## src/sv/pgl_pkg.sv

```systemverilog
// ----------------------------------------------------------------------------
// pgl_pkg
// Shared constants, types and arithmetic helpers for the palette gradient
// lookup block.
// ----------------------------------------------------------------------------
package pgl_pkg;

  // Palette geometry and number formats.
  localparam int PALETTE_DEPTH   = 16;
  localparam int FRACTION_BITS   = 8;
  localparam int LOC_W           = 24;
  localparam int INT_W           = LOC_W - FRACTION_BITS;
  localparam int COLOR_W         = 8;
  localparam int RGB_W           = 3 * COLOR_W;
  localparam int PROD_W          = 2 * COLOR_W;
  localparam int ENTRY_W         = 4;
  localparam int SIZE_W          = 5;
  localparam int ADDR_W          = $clog2(PALETTE_DEPTH);
  localparam int CNT_W           = $clog2(PALETTE_DEPTH + 1);

  // Remainder pipeline: a few dividend bits are retired in each stage.
  localparam int BITS_PER_STAGE  = 4;
  localparam int DIV_STAGES      = (INT_W + BITS_PER_STAGE - 1) / BITS_PER_STAGE;
  localparam int DIV_W           = DIV_STAGES * BITS_PER_STAGE;

  localparam logic [COLOR_W-1:0] COLOR_MAX = 8'hFF;

  // Request command codes.
  localparam logic CMD_LOOKUP = 1'b0;
  localparam logic CMD_WRITE  = 1'b1;

  // Configuration register indexes.
  localparam int CFG_IDX_W  = 2;
  localparam int CFG_DATA_W = 8;
  localparam logic [CFG_IDX_W-1:0] CFG_PALETTE_SIZE = 2'd0;
  localparam logic [CFG_IDX_W-1:0] CFG_BRIGHTNESS   = 2'd1;

  // Request as it travels down the remainder pipeline.
  typedef struct packed {
    logic                     cmd;
    logic                     neg;
    logic [FRACTION_BITS-1:0] frac;
    logic [ENTRY_W-1:0]       entry_index;
    logic [RGB_W-1:0]         rgb;
  } pgl_item_t;

  // One restoring step of the remainder: shift in a dividend bit, subtract
  // the divisor when it fits. The remainder stays below the divisor.
  function automatic logic [CNT_W-1:0] rem_step(input logic [CNT_W-1:0] rem,
                                                input logic din,
                                                input logic [CNT_W-1:0] size);
    logic [CNT_W:0] ext;
    ext = {rem, din};
    if (ext >= {1'b0, size}) begin
      ext = ext - {1'b0, size};
    end
    return ext[CNT_W-1:0];
  endfunction

  // Exact floor(x / 255) for any product of two 8-bit values.
  function automatic logic [COLOR_W-1:0] div255(input logic [PROD_W-1:0] x);
    logic [PROD_W:0] s;
    s = {1'b0, x} + (PROD_W + 1)'(x[PROD_W-1:COLOR_W]) + (PROD_W + 1)'(1);
    return s[PROD_W-1:COLOR_W];
  endfunction

  // Blend weight: floor(255 * frac / 2^FRACTION_BITS).
  function automatic logic [COLOR_W-1:0] transition(input logic [FRACTION_BITS-1:0] frac);
    logic [COLOR_W+FRACTION_BITS-1:0] p;
    p = frac * COLOR_MAX;
    return p[COLOR_W+FRACTION_BITS-1:FRACTION_BITS];
  endfunction

  // Legal palette size: zero acts as one, oversize saturates at the depth.
  function automatic logic [CNT_W-1:0] clamp_size(input logic [SIZE_W-1:0] raw);
    logic [CNT_W-1:0] s;
    if (raw == '0) begin
      s = CNT_W'(1);
    end else if (int'(raw) > PALETTE_DEPTH) begin
      s = CNT_W'(PALETTE_DEPTH);
    end else begin
      s = CNT_W'(raw);
    end
    return s;
  endfunction

endpackage

```

## src/sv/pgl_if.sv

```systemverilog
// ----------------------------------------------------------------------------
// pgl_if
// Channel interfaces of the palette gradient lookup block: request channel,
// color result channel and configuration write channel.
// ----------------------------------------------------------------------------

// Request channel: palette writes and location lookups.
interface pgl_req_if import pgl_pkg::*; ();
  logic                     valid;
  logic                     ready;
  logic                     cmd;
  logic signed [LOC_W-1:0]  location;
  logic [ENTRY_W-1:0]       entry_index;
  logic [COLOR_W-1:0]       entry_red;
  logic [COLOR_W-1:0]       entry_green;
  logic [COLOR_W-1:0]       entry_blue;

  modport source (output valid, cmd, location, entry_index, entry_red, entry_green,
                  entry_blue, input ready);
  modport sink (input valid, cmd, location, entry_index, entry_red, entry_green,
                entry_blue, output ready);
endinterface

// Result channel: one blended color per lookup.
interface pgl_color_if import pgl_pkg::*; ();
  logic               valid;
  logic               ready;
  logic [COLOR_W-1:0] out_red;
  logic [COLOR_W-1:0] out_green;
  logic [COLOR_W-1:0] out_blue;

  modport source (output valid, out_red, out_green, out_blue, input ready);
  modport sink (input valid, out_red, out_green, out_blue, output ready);
endinterface

// Configuration write channel.
interface pgl_cfg_if import pgl_pkg::*; ();
  logic                  valid;
  logic                  ready;
  logic [CFG_IDX_W-1:0]  index;
  logic [CFG_DATA_W-1:0] data;

  modport source (output valid, index, data, input ready);
  modport sink (input valid, index, data, output ready);
endinterface

```

## src/sv/pgl_ram.sv

```systemverilog
// ----------------------------------------------------------------------------
// pgl_ram
// Generic single-write, single-read RAM with a registered read port.
// ----------------------------------------------------------------------------
module pgl_ram #(
  parameter int WIDTH = 24,
  parameter int DEPTH = 16
) (
  input  logic                     clk,
  input  logic                     we,
  input  logic [$clog2(DEPTH)-1:0] waddr,
  input  logic [WIDTH-1:0]         wdata,
  input  logic                     re,
  input  logic [$clog2(DEPTH)-1:0] raddr,
  output logic [WIDTH-1:0]         rdata
);

  logic [WIDTH-1:0] mem [DEPTH];

  // Write port and registered read port; read data holds while re is low.
  always_ff @(posedge clk) begin
    if (we) begin
      mem[waddr] <= wdata;
    end
    if (re) begin
      rdata <= mem[raddr];
    end
  end

endmodule

```

## src/sv/palette_gradient_lookup_top.sv

```systemverilog
// ----------------------------------------------------------------------------
// palette_gradient_lookup_top
// Palette color lookup with linear blending between neighboring entries.
// ----------------------------------------------------------------------------
// The block accepts one request per clock while no stage is stalled and
// returns one color for each lookup request; palette write requests return
// nothing. A lookup passes from acceptance to a valid result through the
// remainder pipeline that wraps the default 16.8 location into the palette,
// one registered palette read, and three registered stages for blending and
// brightness. The palette lives
// in two copies of a 16-entry RAM so that an entry and its neighbor are read
// in the same cycle. Writes land at the point where lookups read, so a
// lookup always sees every write requested before it. Palette entries have no
// reset value and need no clearing after reset. Each stage holds its request
// while the next one is full, so bubbles are squeezed out under back-pressure.
module palette_gradient_lookup_top
  import pgl_pkg::*;
(
  input  logic        clk,
  input  logic        rst,
  pgl_req_if.sink     lookup,
  pgl_color_if.source color,
  pgl_cfg_if.sink     cfg
);

  // Configuration registers.
  logic [CNT_W-1:0]   size;
  logic [COLOR_W-1:0] brightness;

  // Remainder pipeline.
  logic                div_valid [0:DIV_STAGES];
  pgl_item_t           div_item  [0:DIV_STAGES];
  logic [DIV_W-1:0]    div_shift [0:DIV_STAGES];
  logic [CNT_W-1:0]    div_rem   [0:DIV_STAGES];
  logic [CNT_W-1:0]    div_rem_next [1:DIV_STAGES];
  logic                div_mv    [0:DIV_STAGES+1];

  // Index, read and blend stages.
  logic [CNT_W-1:0]         idx1_full;
  logic [CNT_W-1:0]         idx2_full;
  logic [CNT_W-1:0]         idx1_inc;
  logic                     ram_we;
  logic [RGB_W-1:0]         rd_c1;
  logic [RGB_W-1:0]         rd_c2;
  logic                     rd_valid;
  logic [FRACTION_BITS-1:0] rd_frac;
  logic [COLOR_W-1:0]       rd_t;
  logic                     mu_valid;
  logic [COLOR_W-1:0]       mu_a    [3];
  logic [PROD_W-1:0]        mu_pa   [3];
  logic [PROD_W-1:0]        mu_pb   [3];
  logic [COLOR_W-1:0]       mu_c    [3];
  logic                     sc_valid;
  logic [PROD_W-1:0]        sc_prod [3];
  logic                     op_valid;
  logic [COLOR_W-1:0]       op_color [3];
  logic                     mv_rd;
  logic                     mv_mu;
  logic                     mv_sc;
  logic                     mv_op;

  logic signed [INT_W-1:0]  loc_int;
  logic [INT_W-1:0]         loc_abs;
  pgl_item_t                item_in;

  // Configuration writes; indexes beyond the register list are ignored.
  assign cfg.ready = 1'b1;

  always_ff @(posedge clk) begin
    if (rst) begin
      size       <= CNT_W'(1);
      brightness <= COLOR_MAX;
    end else if (cfg.valid) begin
      unique case (cfg.index)
        CFG_PALETTE_SIZE: size       <= clamp_size(cfg.data[SIZE_W-1:0]);
        CFG_BRIGHTNESS:   brightness <= cfg.data[COLOR_W-1:0];
        default: ;
      endcase
    end
  end

  // Stage advance: a stage takes a new request when it is empty or its
  // occupant moves on.
  always_comb begin
    mv_op = !op_valid || color.ready;
    mv_sc = !sc_valid || mv_op;
    mv_mu = !mu_valid || mv_sc;
    mv_rd = !rd_valid || mv_mu;
    div_mv[DIV_STAGES+1] = mv_rd;
    for (int k = DIV_STAGES; k >= 0; k--) begin
      div_mv[k] = !div_valid[k] || div_mv[k+1];
    end
  end

  assign lookup.ready = div_mv[0];

  // Split the location: magnitude of the integer part plus its sign.
  always_comb begin
    loc_int             = lookup.location[LOC_W-1:FRACTION_BITS];
    loc_abs             = loc_int[INT_W-1] ? INT_W'(-loc_int) : INT_W'(loc_int);
    item_in.cmd         = lookup.cmd;
    item_in.neg         = loc_int[INT_W-1];
    item_in.frac        = lookup.location[FRACTION_BITS-1:0];
    item_in.entry_index = lookup.entry_index;
    item_in.rgb         = {lookup.entry_red, lookup.entry_green, lookup.entry_blue};
  end

  // Remainder steps of each stage: retire BITS_PER_STAGE dividend bits.
  always_comb begin
    logic [CNT_W-1:0] rem;
    for (int k = 1; k <= DIV_STAGES; k++) begin
      rem = div_rem[k-1];
      for (int j = 0; j < BITS_PER_STAGE; j++) begin
        rem = rem_step(rem, div_shift[k-1][DIV_W-1-j], size);
      end
      div_rem_next[k] = rem;
    end
  end

  // Remainder pipeline registers.
  always_ff @(posedge clk) begin
    if (rst) begin
      for (int k = 0; k <= DIV_STAGES; k++) begin
        div_valid[k] <= 1'b0;
      end
    end else begin
      if (div_mv[0]) begin
        div_valid[0] <= lookup.valid;
      end
      for (int k = 1; k <= DIV_STAGES; k++) begin
        if (div_mv[k]) begin
          div_valid[k] <= div_valid[k-1];
        end
      end
    end
    if (div_mv[0]) begin
      div_item[0]  <= item_in;
      div_shift[0] <= DIV_W'(loc_abs);
      div_rem[0]   <= '0;
    end
    for (int k = 1; k <= DIV_STAGES; k++) begin
      if (div_mv[k]) begin
        div_item[k]  <= div_item[k-1];
        div_shift[k] <= div_shift[k-1] << BITS_PER_STAGE;
        div_rem[k]   <= div_rem_next[k];
      end
    end
  end

  // Entry pair: a negative location folds back from the top of the palette;
  // the neighbor of the last entry in use is entry zero.
  always_comb begin
    if (div_item[DIV_STAGES].neg && div_rem[DIV_STAGES] != '0) begin
      idx1_full = size - div_rem[DIV_STAGES];
    end else begin
      idx1_full = div_rem[DIV_STAGES];
    end
    idx1_inc = idx1_full + CNT_W'(1);
    idx2_full = (idx1_inc >= size) ? '0 : idx1_inc;
  end

  assign ram_we = div_valid[DIV_STAGES] && (div_item[DIV_STAGES].cmd == CMD_WRITE) && mv_rd;

  // Two copies of the palette, written together, read at the entry pair.
  pgl_ram #(.WIDTH(RGB_W), .DEPTH(PALETTE_DEPTH)) u_ram_lo (
    .clk   (clk),
    .we    (ram_we),
    .waddr (ADDR_W'(div_item[DIV_STAGES].entry_index)),
    .wdata (div_item[DIV_STAGES].rgb),
    .re    (mv_rd),
    .raddr (idx1_full[ADDR_W-1:0]),
    .rdata (rd_c1)
  );

  pgl_ram #(.WIDTH(RGB_W), .DEPTH(PALETTE_DEPTH)) u_ram_hi (
    .clk   (clk),
    .we    (ram_we),
    .waddr (ADDR_W'(div_item[DIV_STAGES].entry_index)),
    .wdata (div_item[DIV_STAGES].rgb),
    .re    (mv_rd),
    .raddr (idx2_full[ADDR_W-1:0]),
    .rdata (rd_c2)
  );

  assign rd_t = transition(rd_frac);

  // Blend channels: a - t*a/255 + t*b/255, then scale by brightness.
  always_comb begin
    for (int c = 0; c < 3; c++) begin
      mu_c[c] = mu_a[c] - div255(mu_pa[c]) + div255(mu_pb[c]);
    end
  end

  // Read, blend, scale and output registers.
  always_ff @(posedge clk) begin
    if (rst) begin
      rd_valid <= 1'b0;
      mu_valid <= 1'b0;
      sc_valid <= 1'b0;
      op_valid <= 1'b0;
    end else begin
      if (mv_rd) begin
        rd_valid <= div_valid[DIV_STAGES] && (div_item[DIV_STAGES].cmd == CMD_LOOKUP);
      end
      if (mv_mu) begin
        mu_valid <= rd_valid;
      end
      if (mv_sc) begin
        sc_valid <= mu_valid;
      end
      if (mv_op) begin
        op_valid <= sc_valid;
      end
    end
    if (mv_rd) begin
      rd_frac <= div_item[DIV_STAGES].frac;
    end
    for (int c = 0; c < 3; c++) begin
      if (mv_mu) begin
        mu_a[c]  <= rd_c1[RGB_W-1-c*COLOR_W -: COLOR_W];
        mu_pa[c] <= rd_t * rd_c1[RGB_W-1-c*COLOR_W -: COLOR_W];
        mu_pb[c] <= rd_t * rd_c2[RGB_W-1-c*COLOR_W -: COLOR_W];
      end
      if (mv_sc) begin
        sc_prod[c] <= brightness * mu_c[c];
      end
      if (mv_op) begin
        op_color[c] <= div255(sc_prod[c]);
      end
    end
  end

  // Result channel.
  assign color.valid     = op_valid;
  assign color.out_red   = op_color[0];
  assign color.out_green = op_color[1];
  assign color.out_blue  = op_color[2];

endmodule
```

## src/flat_wrapper.sv

```systemverilog
// flat-port wrapper written by rule: the top's interface ports become plain ports
module palette_gradient_lookup_top_flat import pgl_pkg::*;
  (clk, rst, lookup_valid, lookup_cmd, lookup_location, lookup_entry_index, lookup_entry_red, lookup_entry_green, lookup_entry_blue, lookup_ready, color_valid, color_out_red, color_out_green, color_out_blue, color_ready, cfg_valid, cfg_index, cfg_data, cfg_ready);
  pgl_req_if lookup_i ();
  pgl_color_if color_i ();
  pgl_cfg_if cfg_i ();
  input  logic clk;
  input  logic rst;
  input wire logic [$bits(lookup_i.valid)-1:0] lookup_valid;
  input wire logic [$bits(lookup_i.cmd)-1:0] lookup_cmd;
  input wire logic [$bits(lookup_i.location)-1:0] lookup_location;
  input wire logic [$bits(lookup_i.entry_index)-1:0] lookup_entry_index;
  input wire logic [$bits(lookup_i.entry_red)-1:0] lookup_entry_red;
  input wire logic [$bits(lookup_i.entry_green)-1:0] lookup_entry_green;
  input wire logic [$bits(lookup_i.entry_blue)-1:0] lookup_entry_blue;
  output wire logic [$bits(lookup_i.ready)-1:0] lookup_ready;
  output wire logic [$bits(color_i.valid)-1:0] color_valid;
  output wire logic [$bits(color_i.out_red)-1:0] color_out_red;
  output wire logic [$bits(color_i.out_green)-1:0] color_out_green;
  output wire logic [$bits(color_i.out_blue)-1:0] color_out_blue;
  input wire logic [$bits(color_i.ready)-1:0] color_ready;
  input wire logic [$bits(cfg_i.valid)-1:0] cfg_valid;
  input wire logic [$bits(cfg_i.index)-1:0] cfg_index;
  input wire logic [$bits(cfg_i.data)-1:0] cfg_data;
  output wire logic [$bits(cfg_i.ready)-1:0] cfg_ready;
  assign lookup_i.valid = lookup_valid;
  assign lookup_i.cmd = lookup_cmd;
  assign lookup_i.location = lookup_location;
  assign lookup_i.entry_index = lookup_entry_index;
  assign lookup_i.entry_red = lookup_entry_red;
  assign lookup_i.entry_green = lookup_entry_green;
  assign lookup_i.entry_blue = lookup_entry_blue;
  assign lookup_ready = lookup_i.ready;
  assign color_valid = color_i.valid;
  assign color_out_red = color_i.out_red;
  assign color_out_green = color_i.out_green;
  assign color_out_blue = color_i.out_blue;
  assign color_i.ready = color_ready;
  assign cfg_i.valid = cfg_valid;
  assign cfg_i.index = cfg_index;
  assign cfg_i.data = cfg_data;
  assign cfg_ready = cfg_i.ready;
  palette_gradient_lookup_top u_core (.clk(clk), .rst(rst), .lookup(lookup_i), .color(color_i), .cfg(cfg_i));
endmodule
```

## config.mk

```make
export PLATFORM = sky130hd
export DESIGN_NAME = palette_gradient_lookup_top_flat
export DESIGN_NICKNAME = d
export VERILOG_FILES = /design/src/sv/pgl_pkg.sv /design/src/sv/pgl_if.sv /design/src/sv/pgl_ram.sv /design/src/sv/palette_gradient_lookup_top.sv /design/src/flat_wrapper.sv
export SDC_FILE = /design/constraint.sdc
export NUM_CORES = 2
export LEC_CHECK = 0
export BUFFER_PORTS_ARGS = -buffer_cell sky130_fd_sc_hd__buf_2
export CELL_PAD_IN_SITES_DETAIL_PLACEMENT = 0
export CELL_PAD_IN_SITES_GLOBAL_PLACEMENT = 1
export CORE_ASPECT_RATIO = 0.9
export CORE_MARGIN = 1
export CORE_UTILIZATION = 35
export DETAILED_ROUTE_END_ITERATION = 7
export PLACE_DENSITY = 0.58
export SLEW_MARGIN = 20
export SYNTH_ARGS = -nofsm -noshare
export SYNTH_HDL_FRONTEND = slang
export SYNTH_SLANG_ARGS = --single-unit
```

## constraint.sdc

```tcl
create_clock -name clk -period 7.7 [get_ports clk]
set_input_delay 1.155 -clock clk [delete_from_list [all_inputs] [get_ports clk]]
set_output_delay 1.155 -clock clk [all_outputs]
set_load 0.02 [all_outputs]
```

==> impl_metrics.env <==
export IMPL_clkTransAtPathRegs_ps=60
export IMPL_timing_fmax_mhz=122.3
export IMPL_layout_drive_gt1_share_pct=18.03
export IMPL_max_cap_violations=0
export IMPL_antenna_found_initial=3
export IMPL_final_common_cell="edfxtp_1"
export IMPL_routed_wl_um=169300
export IMPL_critical_path_slowest_cell="fa_1"
export IMPL_cp_arrival_ps=8650
export IMPL_via_per_inst=4.966
export IMPL_tritoncts="done"
export IMPL_hold_path_depth=0
export IMPL_status="complete, but fails checks"
export IMPL_root_buffer="clkbuf_16"
export IMPL_most_common_layout_cells="edfxtp_1, nand2_1, inv_1, ha_1, buf_4"
export IMPL_dieArea_mm2=0.1817
export IMPL_synth_edf_count=887
export IMPL_grt_util_all_layers_pct=18.76
export IMPL_dieWidth_um=449.2
export IMPL_cpPeakStageDelay_ps=570
export IMPL_syn_avg_cell_area_um2=11.08
export IMPL_worstRegToRegCells=28
export IMPL_tightest_slew_ps=1130
export IMPL_rsz0062_at_grt="true"
export IMPL_synthCells=5685
export IMPL_relSlewSlack_pct=23.88
export IMPL_final_max_slew_viol_count=0
export IMPL_crit_type="reg2reg"
export IMPL_whs_ps=413.7
export IMPL_place_congestion=0.8035
export IMPL_htreeDepth=3
export IMPL_drcViolationCount=0
export IMPL_io_pins=95
export IMPL_fin_nets=7181
export IMPL_syn_to_final_growth_pct=19.81
export IMPL_report_final_hold_viol_count=0
export IMPL_cp_common_cell="fa_1"
export IMPL_drt_iter0_markers=2537
export IMPL_cts_buffers=104
export IMPL_hp_class="reg2reg"
export IMPL_fin_skew_ps=84.82
export IMPL_worstPathRequired_ps=8180
export IMPL_ys_flop_type="edfxtp_1"
export IMPL_wl_per_cell_um=19.54
export IMPL_violations="setup timing"
export IMPL_yosysUniqueCellTypes=84
export IMPL_yosys_warnings=0
export IMPL_cp_max_fo=5
export IMPL_grt_max_degree=135
export IMPL_seq_area_frac_synth_pct=42.81
export IMPL_syn_cell_area_mm2=0.06301
export IMPL_route_vias_total=43030
export IMPL_ys_seq_elements=904
export IMPL_ant_nets=0
export IMPL_start_util_pct=35.28
export IMPL_clockBufferDepth=3
export IMPL_globalRouteOverflowTotal=0
export IMPL_port_buffers=93
export IMPL_dp_hpwl_um=116100
export IMPL_cts_sinks=904
export IMPL_coreArea_mm2=0.1786
export IMPL_holdBufCountCts=0
export IMPL_setup_violations=37
export IMPL_grt_pass1_wl_um=263800
export IMPL_end_kind="flip-flop"
export IMPL_grt_pass1_vias=44910
export IMPL_period_share_pct=106.2
export IMPL_critPathLaunchType="flip-flop"
export IMPL_rows=147
export IMPL_fillCellCount=16870
export IMPL_async_reset_ff_share_pct=0
export IMPL_die_h_um=404.5
export IMPL_clk_latency_ps=770
export IMPL_fin_ws_ps=-479.2
export IMPL_syn_num_nets=6675
export IMPL_period_needed_ps=8179
export IMPL_drt_pass1_iter_count=5
-- synthesized netlist by cell type (43+ instances only) --
library cell    n  share of area, %
o211ai_1       56              0.67
a31oi_1        54              0.54
clkbuf_1      141              0.84
a21oi_1       174               1.4
xor2_1         54              0.75
xnor2_1       201               2.8
edfxtp_1      887                42
mux2i_1       219               3.5
inv_1         656               3.9
a21o_1         55              0.66
nand3_1       195               1.5
nor3_1         53              0.42
o21a_1         43              0.51
fa_1          390                12
ha_1          532                11
nor2_1        199               1.2
nand2_1       743               4.4
o21ai_0        87              0.69
and2_1        405               4.0
-- final cells by class --
cell class,instances,area (um^2),share of cell area (%)
repair buffers,593,4529,6.000
well taps,2384,2983,3.951
clock inverters,78,1051,1.392
multi-input cells,3930,34800,46.10
diodes,2,5.005,0.006630
inverters,658,2482,3.288
clock buffers,116,2658,3.520
flip-flops and latches,904,26980,35.74
-- path summary, 6_finish.rpt --
path	start	to	slack, ps
worst min-delay path	u_core.div_item[0][187]	u_core.rd_frac[7]	410
worst max register to register	u_core.rd_frac[2]	u_core.mu_pa[0][47]	-480
worst min register to register	u_core.div_item[0][187]	u_core.rd_frac[7]	410
worst max-delay path	u_core.rd_frac[2]	u_core.mu_pa[0][47]	-480
-- through the flow --
| step | cells | setup WS, ps | util [%] | instance area (um^2) | setup TNS, ps |
|---|---|---|---|---|---|
| after floorplan | 5685 | -106.9 | - | 63220 | -292.1 |
| after CTS | 8629 | -445.6 | 41.48 | 74070 | -6959 |
| after global placement | 8412 | -365.6 | 38.99 | 69630 | -7344 |
| after detailed placement | 8412 | -496.3 | 38.99 | 69630 | -11590 |
| after global routing | 8663 | -777.0 | 42.27 | 75490 | -21430 |
| final | 8665 | -479.2 | 42.27 | 75490 | -7304 |
-- logic make-up after synthesis --
group	count (synthesis)	synth area share, %
compound gates	742	8.183
xor+xnor	257	3.616
fa+ha+maj	922	22.96
buf+inv	852	5.177
flops	904	42.81
mux	234	3.747
other cells	1	0.005952
simple gates	1773	13.50
-- layer usage --
metal | track usage (%) | up-vias | wire length (um)
li1 | - | 20720 | -
met1 | 26.21 | 21270 | 80460
met2 | 30.83 | 803 | 77960
met3 | 2.192 | 232 | 6994
met4 | 4.856 | 0 | 3897
met5 | 0 | - | 0
-- registers in the layout, indices dropped and copies added, names as in the netlist, 5 cells and up --
signal and flops:
u_core.sc_prod 48, u_core.div_shift 40, u_core.u_ram_hi.mem 360, u_core.op_color 24, u_core.brightness 8, u_core.u_ram_hi.rdata 24, u_core.mu_pa 48, u_core.div_rem 20
u_core.mu_pb 48, u_core.rd_frac 8, u_core.div_item 190, u_core.mu_a 24, u_core.u_ram_lo.rdata 24, u_core.size 5, u_core.u_ram_lo.mem 24, u_core.div_valid 5
-- repair_timing --
item | 4_1_cts | 5_1_grt
setup endpoints to repair | 52 | 85
buffers inserted | 23 | 41
cloned | 1 | 0
pin swaps | 71 | 140
gates resized for setup | 122 | 252
-- critical path, delay by kind of cell, from the launching register on --
| family | cells | cell delay [ps] |
|---|---|---|
| adder cells (fa/ha/maj) | 10 | 4380 |
| AO/OA/AOI/OAI | 5 | 1250 |
| buffers and inverters | 8 | 780 |
| AND/OR/NAND/NOR | 3 | 680 |
| flip-flops | 1 | 500 |
| XOR/XNOR | 2 | 300 |
Power is left out: the tool's default activity adds up to more than one toggle a clock period on the data nets, which glitch-free logic cannot reach.
